File: config.mk
export PLATFORM = sky130hd
export DESIGN_NAME = rcl_regs
export DESIGN_NICKNAME = d
export VERILOG_FILES = /design/src/rtl/core/rcl_pkg.sv /design/src/rtl/core/rcl_regs.sv
export SDC_FILE = /design/constraint.sdc
export NUM_CORES = 1
export LEC_CHECK = 0
export BUFFER_PORTS_ARGS = -buffer_cell sky130_fd_sc_hd__buf_2
export CAP_MARGIN = 20
export CORE_ASPECT_RATIO = 0.75
export CORE_UTILIZATION = 50
export DETAILED_ROUTE_END_ITERATION = 10
export PLACE_DENSITY_LB_ADDON = 0.12
export SETUP_SLACK_MARGIN = 0.4
export SLEW_MARGIN = 20
export SYNTH_ARGS = -nofsm -noshare
export SYNTH_HDL_FRONTEND = slang
export SYNTH_SLANG_ARGS = --single-unit
File: constraint.sdc
create_clock -name clk -period 3.1 [get_ports clk]
set_clock_uncertainty 0.05 [all_clocks]
set_input_delay 0.155 -clock clk [delete_from_list [all_inputs] [get_ports clk]]
set_output_delay 0.155 -clock clk [all_outputs]
set_load 0.05 [all_outputs]
File: src/rtl/core/rcl_pkg.sv
// ----------------------------------------------------------------------------
// rcl_pkg
// Types and constants shared by the per-client rate limiter modules.
// ----------------------------------------------------------------------------
package rcl_pkg;

	localparam int ADDR_W = 4;
	localparam int DATA_W = 32;

	typedef enum logic [1:0] {
		REG_ENABLE = 2'd0,
		REG_RATE   = 2'd1,
		REG_BURST  = 2'd2,
		REG_WINDOW = 2'd3
	} reg_idx_t;

	typedef enum logic {
		REQ_CHECK = 1'b0,
		REQ_CLEAR = 1'b1
	} req_kind_t;

	typedef struct packed {
		logic        req_type;
		logic [7:0]  client_id;
		logic [31:0] time_now;
	} req_t;

	typedef struct packed {
		logic        allowed;
		logic        used_burst;
		logic [31:0] denied_count;
	} rsp_t;

	typedef struct packed {
		logic        limit_enable;
		logic [15:0] requests_per_window;
		logic [15:0] burst_allowance;
		logic [31:0] window_ticks;
	} cfg_t;

	typedef struct packed {
		logic        valid;
		logic [31:0] win_begin;
		logic [16:0] win_count;
		logic [15:0] tokens;
	} entry_t;

	localparam int ENTRY_W = $bits(entry_t);

	localparam logic [16:0] COUNT_MAX = 17'h1FFFF;

	localparam cfg_t CFG_RESET = '{
		limit_enable:        1'b1,
		requests_per_window: 16'd100,
		burst_allowance:     16'd10,
		window_ticks:        32'd1000
	};

endpackage

File: src/rtl/core/rcl_regs.sv
// ----------------------------------------------------------------------------
// rcl_regs
// Configuration register file behind the APB-style port.
// ----------------------------------------------------------------------------
module rcl_regs
	import rcl_pkg::*;
(
	input  logic              clk,
	input  logic              arst_n,
	input  logic              psel,
	input  logic              penable,
	input  logic              pwrite,
	input  logic [ADDR_W-1:0] paddr,
	input  logic [DATA_W-1:0] pwdata,
	output logic [DATA_W-1:0] prdata,
	output logic              pready,
	output cfg_t              cfg
);

	reg_idx_t idx;
	logic     wr;
	cfg_t     cfg_q;

	assign idx    = reg_idx_t'(paddr[3:2]);
	assign wr     = psel & penable & pwrite;
	assign pready = 1'b1;
	assign cfg    = cfg_q;

	always_ff @(posedge clk or negedge arst_n) begin
		if (!arst_n) begin
			cfg_q <= CFG_RESET;
		end else if (wr) begin
			case (idx)
				REG_ENABLE: cfg_q.limit_enable        <= pwdata[0];
				REG_RATE:   cfg_q.requests_per_window <= pwdata[15:0];
				REG_BURST:  cfg_q.burst_allowance     <= pwdata[15:0];
				REG_WINDOW: cfg_q.window_ticks        <= pwdata;
				default:    cfg_q <= cfg_q;
			endcase
		end
	end

	always_comb begin
		case (idx)
			REG_ENABLE: prdata = {31'd0, cfg_q.limit_enable};
			REG_RATE:   prdata = {16'd0, cfg_q.requests_per_window};
			REG_BURST:  prdata = {16'd0, cfg_q.burst_allowance};
			REG_WINDOW: prdata = cfg_q.window_ticks;
			default:    prdata = '0;
		endcase
	end

endmodule

== After elaboration in Yosys (flattened, before gate mapping) ==
Cells that the tools add are included.
Storage, ports and cells
  bits in registers: 65
  input port bits: 41
  output and inout bits: 98
  word-level logic and storage cells: 15
Cells by class
  reduce and logical (&&, ||, !) cells: 5
  eq/ne operators: 3
  bitwise logic cells: 2
  mux-type cells: 1
Operators with widths (number)
  case mux 32 bit (4 select lines): 1
  AND reduction 2 bit: 4
  equality test 2 bit, second input constant: 2
  bitwise AND 1 bit: 2
  equality test 2 x 1 -> 1 bit, second input constant: 1
  zero test 2 bit: 1

== Depth between registers and ports, before layout ==
Gate-level depths: netlist of the first run.
  depth after elaboration: 3
  mapped depth: 5
  mapped depth without buffers: 3

== Worst setup path after synthesis of the first run ==
No wires, ideal clock.
  path type: input-to-output
  start: input paddr[3]
  end: output prdata[11]
  arrival time: 1.356 ns
  required time: 2.895 ns
  setup slack: 1.539 ns
  cell stages on the path: 4
  buffers on the path: 2
  cells stage by stage: buf_4 -> nor2b_1 -> clkbuf_1 -> a22o_1
On the way
  longest elaborated chain between the ends: 2
  elaborated cells on any way between the ends: 5
  classes of those cells: eq/ne: 3; mux: 1; reduce/logical: 1
Ends and longest elaborated chain
  start, declared: RTL line rcl_regs.sv:13  | input logic [ADDR_W-1:0] paddr,
  equality test 2 bit, or another cell as far along: RTL line rcl_regs.sv:44  | case (idx)
  case mux 32 bit (4 select lines) *: RTL line rcl_regs.sv:44
  end, declared: RTL line rcl_regs.sv:15  | output logic [DATA_W-1:0] prdata,
Mark *: on every way between the ends. The rest lies on a longest branch, timed or not.

== Worst setup path in the final report of the first run ==
  start: input paddr[2]
  end: output prdata[1]
The elaborated chain is that of the path after synthesis.

==> results.toml, run 1 <==
[cts]
clock_path_buffers = 2
cts_sinks = 65
cts_tree = "done"
clk_pin_slew_ns = 0.06
cts-root-buf = "clkbuf_8"
postCtsSetupRepairBufs = 0
ctsHoldBuffers = 13
cts_buffers = 9
cts-htree-levels = 3
clock_latency_ns = 0.32
post_cts_resized = 0

[yosys]
synth_top_family_by_area = "multiplexers"
synth_nets = 242
synthTopCellsByArea = "dfrtp_1 44%, mux2_2 26%, dfstp_2 11%"
synth_compound_area_frac = 0.0439
synth-seq-cells = 65
synth.distinct_cells = 20
ys_seq_area_frac = 0.548
yosys.area_share.simple = 0.0501
synth_edf_count = 0
netlist_area_sq_um = 3000
yosysMostFrequentCell = "mux2_2"
synthAdderAreaFrac = 0
synth_xor_area_frac = 0
yosysTopAreaCellShare = 0.443
yosysWarnings = 0
yosys-top-cells-count = "70 x mux2_2, 53 x dfrtp_1, 16 x and3_1, 15 x a22o_1, 12 x dfstp_2"
yosysTopAreaCell = "dfrtp_1"
synth-async-reset-ratio = 1.00
synth_area_per_cell_sq_um = 14.9
synth_ff_type = "dfrtp_1"
synth_mux_area_frac = 0.321
synthCells = 201

[critical_path]
crit_required_ns = 2.89
critical_path_arrival_ns = 1.76
crit_path_top_delay_cell = "nor2b_1"
critPathLaunchType = "input port"
path_max_fanout = 23
rr_worst_depth = 1
worst-setup-path-type = "in -> out"
path_common_cell = "buf_2"
worstPathCellList = "buf_2 -> nor2b_1 -> buf_4 -> a22o_1 -> buf_2"
endpoint_kind = "output port"
critPathMaxStageDelay_ns = 0.54

[worst_hold_path]
hp-class = "in -> reg"
min_path_cells = 2

[route]
vias = 2240
dr.pass1.iters = 4
viasPerCell = 5.16
drt_iter0_markers = 72
drt_wl_total_um = 6890
route.detailed.drc = 0
antenna_left = 0
routedWlPerCell_um = 15.9

[power_and_ir_drop]
p_switching_uw = 1600
leakagePower_uw = 0.00212
p_seq_frac = 0.346
power.internal_uw = 1930
powerDensity_nw_per_um2 = 872
p_comb_frac = 0.452
switching_share = 0.453
power.share.clock = 0.201
irDropWorstVdd_mv = 0.491

[finish]
largest_reg_flops = 65
diodes = 0
fin_nets = 392
area_growth_pct = 35.2
final_cell_count_no_fill = 434
drive_above_1_share = 0.708
n_fill_cell = 458
final_area_sq_um = 4050

[sta]
whs_ns = 0.0143
fin_crit_sh = 0.632
rsz0062_at_grt = "false"
worst_pin_slew_ns = 0.666
fin_crit_ns = 1.96
slew_headroom = 0.556
slew_viol_final = 0
fin_ws_ns = 1.14
finalHoldViolations = 0
max_freq_mhz = 510
fin_tns_setup_ns = 0
setup_viol = 0

[floorplan]
die_h_um = 69.0
core_sq_um = 5800
num_io_pins = 139
rows = 24
die_area_sq_um = 6310
start_util = 0.517
die_x_um = 91.4

[placed_design]
dp_hpwl_um = 4680
dp_worst_setup_slack_ns = 0.987
postPlaceCellArea_sq_um = 3720
gp_congestion = 0.700
placed_cells = 405
io_buffers = 135

[global_routing]
grt_pass1_wl_um = 11200
antenna_found_initial = 0
first_global_vias = 2197
track_usage = 0.232
grt_max_degree = 38
gr-total-overflow = 0

[job]
cap_viol_max_count = 0

[run_status]
run_status = "complete, no violations"
worst max-delay path, delay by kind of cell:
family | cells | cell delay (ns)
buffers and inverters | 3 | 0.89
AO/OA/AOI/OAI | 1 | 0.16
AND/OR/NAND/NOR | 1 | 0.54
final timing paths:
kind,startpoint,endpoint,slack [ns]
min,pwdata[27],cfg[27]$_DFFE_PN0P_,0.01
max reg2reg,cfg[56]$_DFFE_PN0P_,cfg[56]$_DFFE_PN0P_,2.25
min in group asynchronous,arst_n,cfg[34]$_DFFE_PN0P_,0.32
max,paddr[2],prdata[1],1.14
min reg2reg,cfg[31]$_DFFE_PN0P_,cfg[31]$_DFFE_PN0P_,0.47
max in group asynchronous,arst_n,cfg[64]$_DFFE_PN1P_,1.90
layout make-up:
class	instances	area [sq um]	share of cell area
Clock buffer	13	159	0.0392
Clock inverter	3	40.0	0.00989
Multi-Input combinational cell	120	1250	0.310
Sequential cell	65	1640	0.405
Tap cell	78	97.6	0.0241
Timing Repair Buffer	155	858	0.212
power by group through the flow:
stage	clock, uW	sequential, uW	combinational [uW]
floorplan	0	1920	540
global placement	0	1220	1580
detailed placement	0	1230	1590
CTS	734	1220	1610
global route	763	1250	1660
finish	711	1220	1600
per-layer routing:
layer / wire length (um) / vias to the layer above / track usage
met4: 46 / 0 / 0.0582
met3: 396 / 4 / 0.0607
met5: 0 / - / 0
met1: 3100 / 1121 / 0.306
li1: - / 1035 / -
met2: 3350 / 80 / 0.383
cell families (layout without fill, tap and decap cells):
| family | after synthesis | in the layout |
|---|---|---|
| flops | 65 | 65 |
| buf+inv | 16 | 171 |
| compound gates | 15 | 15 |
| mux | 81 | 81 |
| simple gates | 23 | 23 |
| other cells | 1 | 1 |
stage by stage:
step	power, uW	utilization
global placement	2800	0.642
finish	3530	0.699
CTS	3570	0.699
global route	3680	0.699
detailed placement	2830	0.642
floorplan	2460	-
layout by cell type, fill, tap and decap left out, drive strengths merged:
| master | synthesis | routed |
|---|---|---|
| a22o | 15 | 15 |
| and3 | 16 | 16 |
| buf | 10 | 142 |
| bufinv | 0 | 1 |
| clkbuf | 6 | 13 |
| clkinv | 0 | 2 |
| conb | 1 | 1 |
| dfrtp | 53 | 53 |
| dfstp | 12 | 12 |
| dlygate4sd3 | 0 | 13 |
| mux2 | 80 | 80 |
| mux4 | 1 | 1 |
| nand2 | 1 | 1 |
| nand3 | 1 | 1 |
| nor2 | 1 | 1 |
| nor2b | 1 | 1 |
| nor3 | 1 | 1 |
| nor3b | 1 | 1 |
| or3b | 1 | 1 |
Note: power is estimated with default switching activity, not from simulation.
==> inputs of run 2 (changes only) <==
- CORE_UTILIZATION: 50 -> 47
- clock period: 3.1 -> 2.01 ns (I/O delays scaled with it)
==> run 2 against run 1 <==
Net effect: clock power is 55% higher; power is 56% higher; clock-buffer cell count stayed put; utilization is 2.4 points higher; critical endpoint is now prdata[4].
==> results.toml, run 2 (synthesized netlist as in run 1, its figures left out) <==
[floorplan]
die_h_um = 71.1
rows = 24
die_area_sq_um = 6700
core_sq_um = 5980
start_util = 0.501
die_x_um = 94.2
num_io_pins = 139

[global_routing]
grt_max_degree = 66
grt_pass1_wl_um = 11900
first_global_vias = 2373
track_usage = 0.237
gr-total-overflow = 0
antenna_found_initial = 0

[route]
dr.pass1.iters = 4
antenna_left = 0
drt_iter0_markers = 44
viasPerCell = 5.09
drt_wl_total_um = 7380
vias = 2338
route.detailed.drc = 0
routedWlPerCell_um = 16.1

[placed_design]
io_buffers = 135
gp_congestion = 0.752
dp_worst_setup_slack_ns = 0.316
dp_hpwl_um = 4950

[cts]
cts_buffers = 9
cts_tree = "done"
cts-root-buf = "clkbuf_8"
clk_pin_slew_ns = 0.07
cts_sinks = 65
cts-htree-levels = 3
clock_path_buffers = 2
clock_latency_ns = 0.33
postCtsSetupRepairBufs = 0

[critical_path]
critical_path_arrival_ns = 1.41
critPathLaunchType = "flop"
r2r-end = "cfg[52]$_DFFE_PN0P_"
r2r_slack_ns = 1.17
r2r-start = "cfg[52]$_DFFE_PN0P_"
worst-setup-path-type = "reg -> out"
endpoint_kind = "output port"
rr_worst_depth = 1
crit_required_ns = 1.86
path_max_fanout = 3
crit_start = "cfg[36]$_DFFE_PN0P_"

[finish]
diodes = 0
largest_reg_flops = 65
mostFrequentLayoutCells = "132 x buf_2, 70 x mux2_2, 53 x dfrtp_1"
fin_nets = 417
drive_above_1_share = 0.675
layout_commonest_cell = "buf_2"
area_growth_pct = 44.2

[power_and_ir_drop]
irDropWorstVdd_mv = 0.863
leakagePower_uw = 0.00224
powerDensity_nw_per_um2 = 1270

[sta]
finalHoldViolations = 0
fin_crit_sh = 0.778
slew_viol_final = 0
fin_ws_ns = 0.446
max_freq_mhz = 639
fin_crit_ns = 1.56
setup_viol = 0
rsz0062_at_grt = "true"
fin_tns_setup_ns = 0

[worst_hold_path]
hp-class = "in -> async"

[job]
cap_viol_max_count = 0

[run_status]
run_status = "complete, no violations"
-- run 2: cell count changes in the layout (fill, tap and decap cells not counted), sizes merged --
cell,change
buf,+4
dlygate4sd3,+20
clkbuf,+1
-- run 2: layout make-up --
type | count | area, sq um
fillers | 445 | 1660
flip-flops and latches | 65 | 1640
multi-input cells | 120 | 1250
repair buffers | 180 | 1130
clock buffers | 13 | 159
well taps | 78 | 97.6
clock inverters | 3 | 40.0
-- run 2: worst max-delay path by stage --
stage / endpoint / slack, ns / cells past startpoint
detailed placement: cfg[42]$_DFFE_PN0P_ / 0.32 / 5
CTS: prdata[4] / 0.41 / 3
global placement: cfg[32]$_DFFE_PN0P_ / 0.35 / 5
finish: prdata[4] / 0.45 / 3
global route: prdata[7] / 0.40 / 3
floorplan: prdata[11] / 0.56 / 4
-- run 2: worst max-delay path, cell delays in order (launching register included) --
cell and delay [ns]:
dfrtp_1 0.40, mux2_2 0.27, a22o_1 0.23, buf_4 0.18
-- run 2: what timing repair did --
action	CTS	global route
resized for setup	0	5
setup endpoints to repair	0	15
hold buffers	33	0
endpoints found under the hold margin	119	0
-- run 2: routing by layer --
layer / track usage / wire (um) / part of all wire
met2: 0.390 / 3550 / 0.48
met4: 0.0821 / 129 / 0.017
met1: 0.298 / 3290 / 0.45
met5: 0 / 0 / 0
met3: 0.0710 / 418 / 0.057
-- run 2: power by group --
| group | switching (uW) | total (uW) | internal [uW] |
|---|---|---|---|
| Combinational | 1800 | 2520 | 727 |
| Clock | 459 | 1100 | 637 |
| Sequential | 230 | 1890 | 1660 |
-- run 2: through the flow --
stage | area, sq um | hold WS [ns] | instances | total power [uW] | utilization
6_report | 4320 | 0.254 | 459 | 5510 | 0.723
5_1_grt | 4320 | 0.275 | 459 | 5750 | 0.723
4_1_cts | 4310 | 0.252 | 459 | 5540 | 0.722
3_5_place_dp | 3780 | 0.0927 | 410 | 4380 | 0.633
3_3_place_gp | 3780 | 0.0901 | 410 | 4340 | 0.633
2_1_floorplan | 3000 | -0.245 | 201 | 3800 | -
==> inputs of run 3 (changes only) <==
- ABC_AREA: default -> 1
- clock period: 2.01 -> 1.55 ns (I/O delays scaled with it)
==> run 3 against run 2 <==
Net effect: worst setup slack worse by 0.26 ns; clock power up 45%; utilization up 13 points; critical endpoint is now prdata[9]; highest routed layer unchanged.
==> results.toml, run 3 <==
[run_status]
run_status = "complete, no violations"

[yosys]
synth_edf_count = 0
yosysWarnings = 0
yosys-top-cells-count = "242 x nand2_1, 53 x dfrtp_1, 20 x nand3_1, 18 x inv_1, 17 x nor2_1"
netlist_area_sq_um = 3050
ys_seq_area_frac = 0.539
synth_area_per_cell_sq_um = 7.75
synth-seq-cells = 65
yosysMostFrequentCell = "nand2_1"
synth_ff_type = "dfrtp_1"
synth.distinct_cells = 16
yosysTopAreaCellShare = 0.435
yosysTopAreaCell = "dfrtp_1"
synthTopCellsByArea = "dfrtp_1 44%, nand2_1 30%, dfstp_2 10%"
synthCells = 393
synth_nets = 434
synth-async-reset-ratio = 1.00

[floorplan]
rows = 24
start_util = 0.505
core_sq_um = 6040
die_x_um = 95.0
num_io_pins = 139
die_area_sq_um = 6810
die_h_um = 71.7

[sta]
finalHoldViolations = 0
fin_tns_setup_ns = 0
fin_crit_sh = 0.879
rsz0062_at_grt = "true"
fin_crit_ns = 1.36
max_freq_mhz = 734
slew_viol_final = 0
setup_viol = 0
fin_ws_ns = 0.188

[cts]
cts-htree-levels = 3
cts_buffers = 9
cts-root-buf = "clkbuf_8"
clk_pin_slew_ns = 0.07
cts_sinks = 65
clock_path_buffers = 2
clock_latency_ns = 0.34
cts_tree = "done"

[critical_path]
crit_start = "cfg[9]$_DFFE_PN1P_"
worst-setup-path-type = "reg -> out"
r2r-start = "cfg[33]$_DFFE_PN1P_"
crit_required_ns = 1.42
critical_path_arrival_ns = 1.23
path_max_fanout = 3
critPathLaunchType = "flop"
endpoint_kind = "output port"

[power_and_ir_drop]
powerDensity_nw_per_um2 = 1470
irDropWorstVdd_mv = 0.937
leakagePower_uw = 0.00278
p_total_uw = 7550

[global_routing]
grt_max_degree = 66
grt_pass1_wl_um = 14900
first_global_vias = 3076
antenna_found_initial = 0
gr-total-overflow = 0
track_usage = 0.294

[route]
route.detailed.drc = 0
drt_wl_total_um = 10100
antenna_left = 0
vias = 3330
routedWlPerCell_um = 15.2
drt_iter0_markers = 179
viasPerCell = 5.03
dr.pass1.iters = 5

[finish]
fin_nets = 620
layout_commonest_cell = "nand2_1"
drive_above_1_share = 0.467
largest_reg_flops = 65
multiInputGateArea_sq_um = 1410
final_cell_count_no_fill = 662
seq_area_sq_um = 1660
n_fill_cell = 341
mostFrequentLayoutCells = "232 x nand2_1, 56 x buf_2, 35 x dfrtp_1"
final_area_sq_um = 5130
diodes = 0
area_growth_pct = 68.4

[placed_design]
gp_congestion = 0.765
io_buffers = 135
dp_hpwl_um = 5480
dp_worst_setup_slack_ns = 0.226
placed_cells = 595
postPlaceCellArea_sq_um = 3940

[worst_hold_path]
hold_start = "paddr[3]"
hp-class = "in -> reg"

[job]
cap_viol_max_count = 0
-- run 3: cell types whose count changed after synthesis, sizes merged, moves of 5 or more --
cell	change
a22o	-15
and3	-16
buf	+5
clkbuf	-6
inv	+22
mux2	-80
nand2	+247
nand3	+19
nor2	+20
-- run 3: where the power goes --
part	total, uW	leakage (uW)	switching (uW)	internal, uW
logic	3500	0.00189	2370	1130
clock network	1600	0.000116	640	965
registers	2450	0.000776	338	2110
total	7550	0.00278	3340	4200
-- run 3: cell families (layout without fill, tap and decap cells) --
logic type	after synthesis	count (layout)	share of synthesized area
and+or+nand+nor	290	290	0.388
buffers and inverters	37	228	0.0719
other	1	1	0.00123
DFF	65	65	0.539
-- run 3: final cells by class --
cell class                 count  share of cell area
sequential                    65               0.324
timing repair buffer         190               0.321
multi-input combinational    291               0.274
clock buffer                  15              0.0383
tap                           78              0.0190
inverter                      22              0.0171
clock inverter                 1             0.00585
-- run 3: stage by stage --
stage	util	hold slack [ns]
2_1_floorplan	-	-0.268
3_3_place_gp	0.653	0.0695
3_5_place_dp	0.653	0.0690
4_1_cts	0.805	0.0644
5_1_grt	0.850	0.106
6_report	0.850	0.0764
-- run 3: layer usage --
| metal | track usage | vias up | share of wire |
|---|---|---|---|
| met2 | 0.488 | 167 | 0.50 |
| met1 | 0.371 | 1597 | 0.40 |
| met3 | 0.0870 | 18 | 0.083 |
| met4 | 0.0926 | 0 | 0.016 |
| li1 | - | 1548 | - |
| met5 | 0 | - | 0 |
-- run 3: what timing repair did --
action,4_1_cts,5_1_grt
setup buffers,7,11
hold buffers,33,0
endpoints found under the setup margin,48,75
resized for setup,116,67
endpoints found under the hold margin,130,0
pin swaps,29,4
-- run 3: path summary, 6_finish.rpt --
| path | slack (ns) | depth (start not counted) | end |
|---|---|---|---|
| min | 0.08 | 4 | cfg[64]$_DFFE_PN1P_ |
| min in group asynchronous | 0.23 | 3 | cfg[10]$_DFFE_PN0P_ |
| max reg2reg | 0.44 | 5 | cfg[33]$_DFFE_PN1P_ |
| max in group asynchronous | 0.88 | 3 | cfg[53]$_DFFE_PN1P_ |
| max | 0.19 | 3 | prdata[9] |
| min reg2reg | 0.44 | 2 | cfg[64]$_DFFE_PN1P_ |
-- run 3: worst max-delay path, cell delays in order, from the launching register on --
cell,delay [ns]
dfstp_2,0.57
nand2_1,0.07
nand3_2,0.10
buf_8,0.15
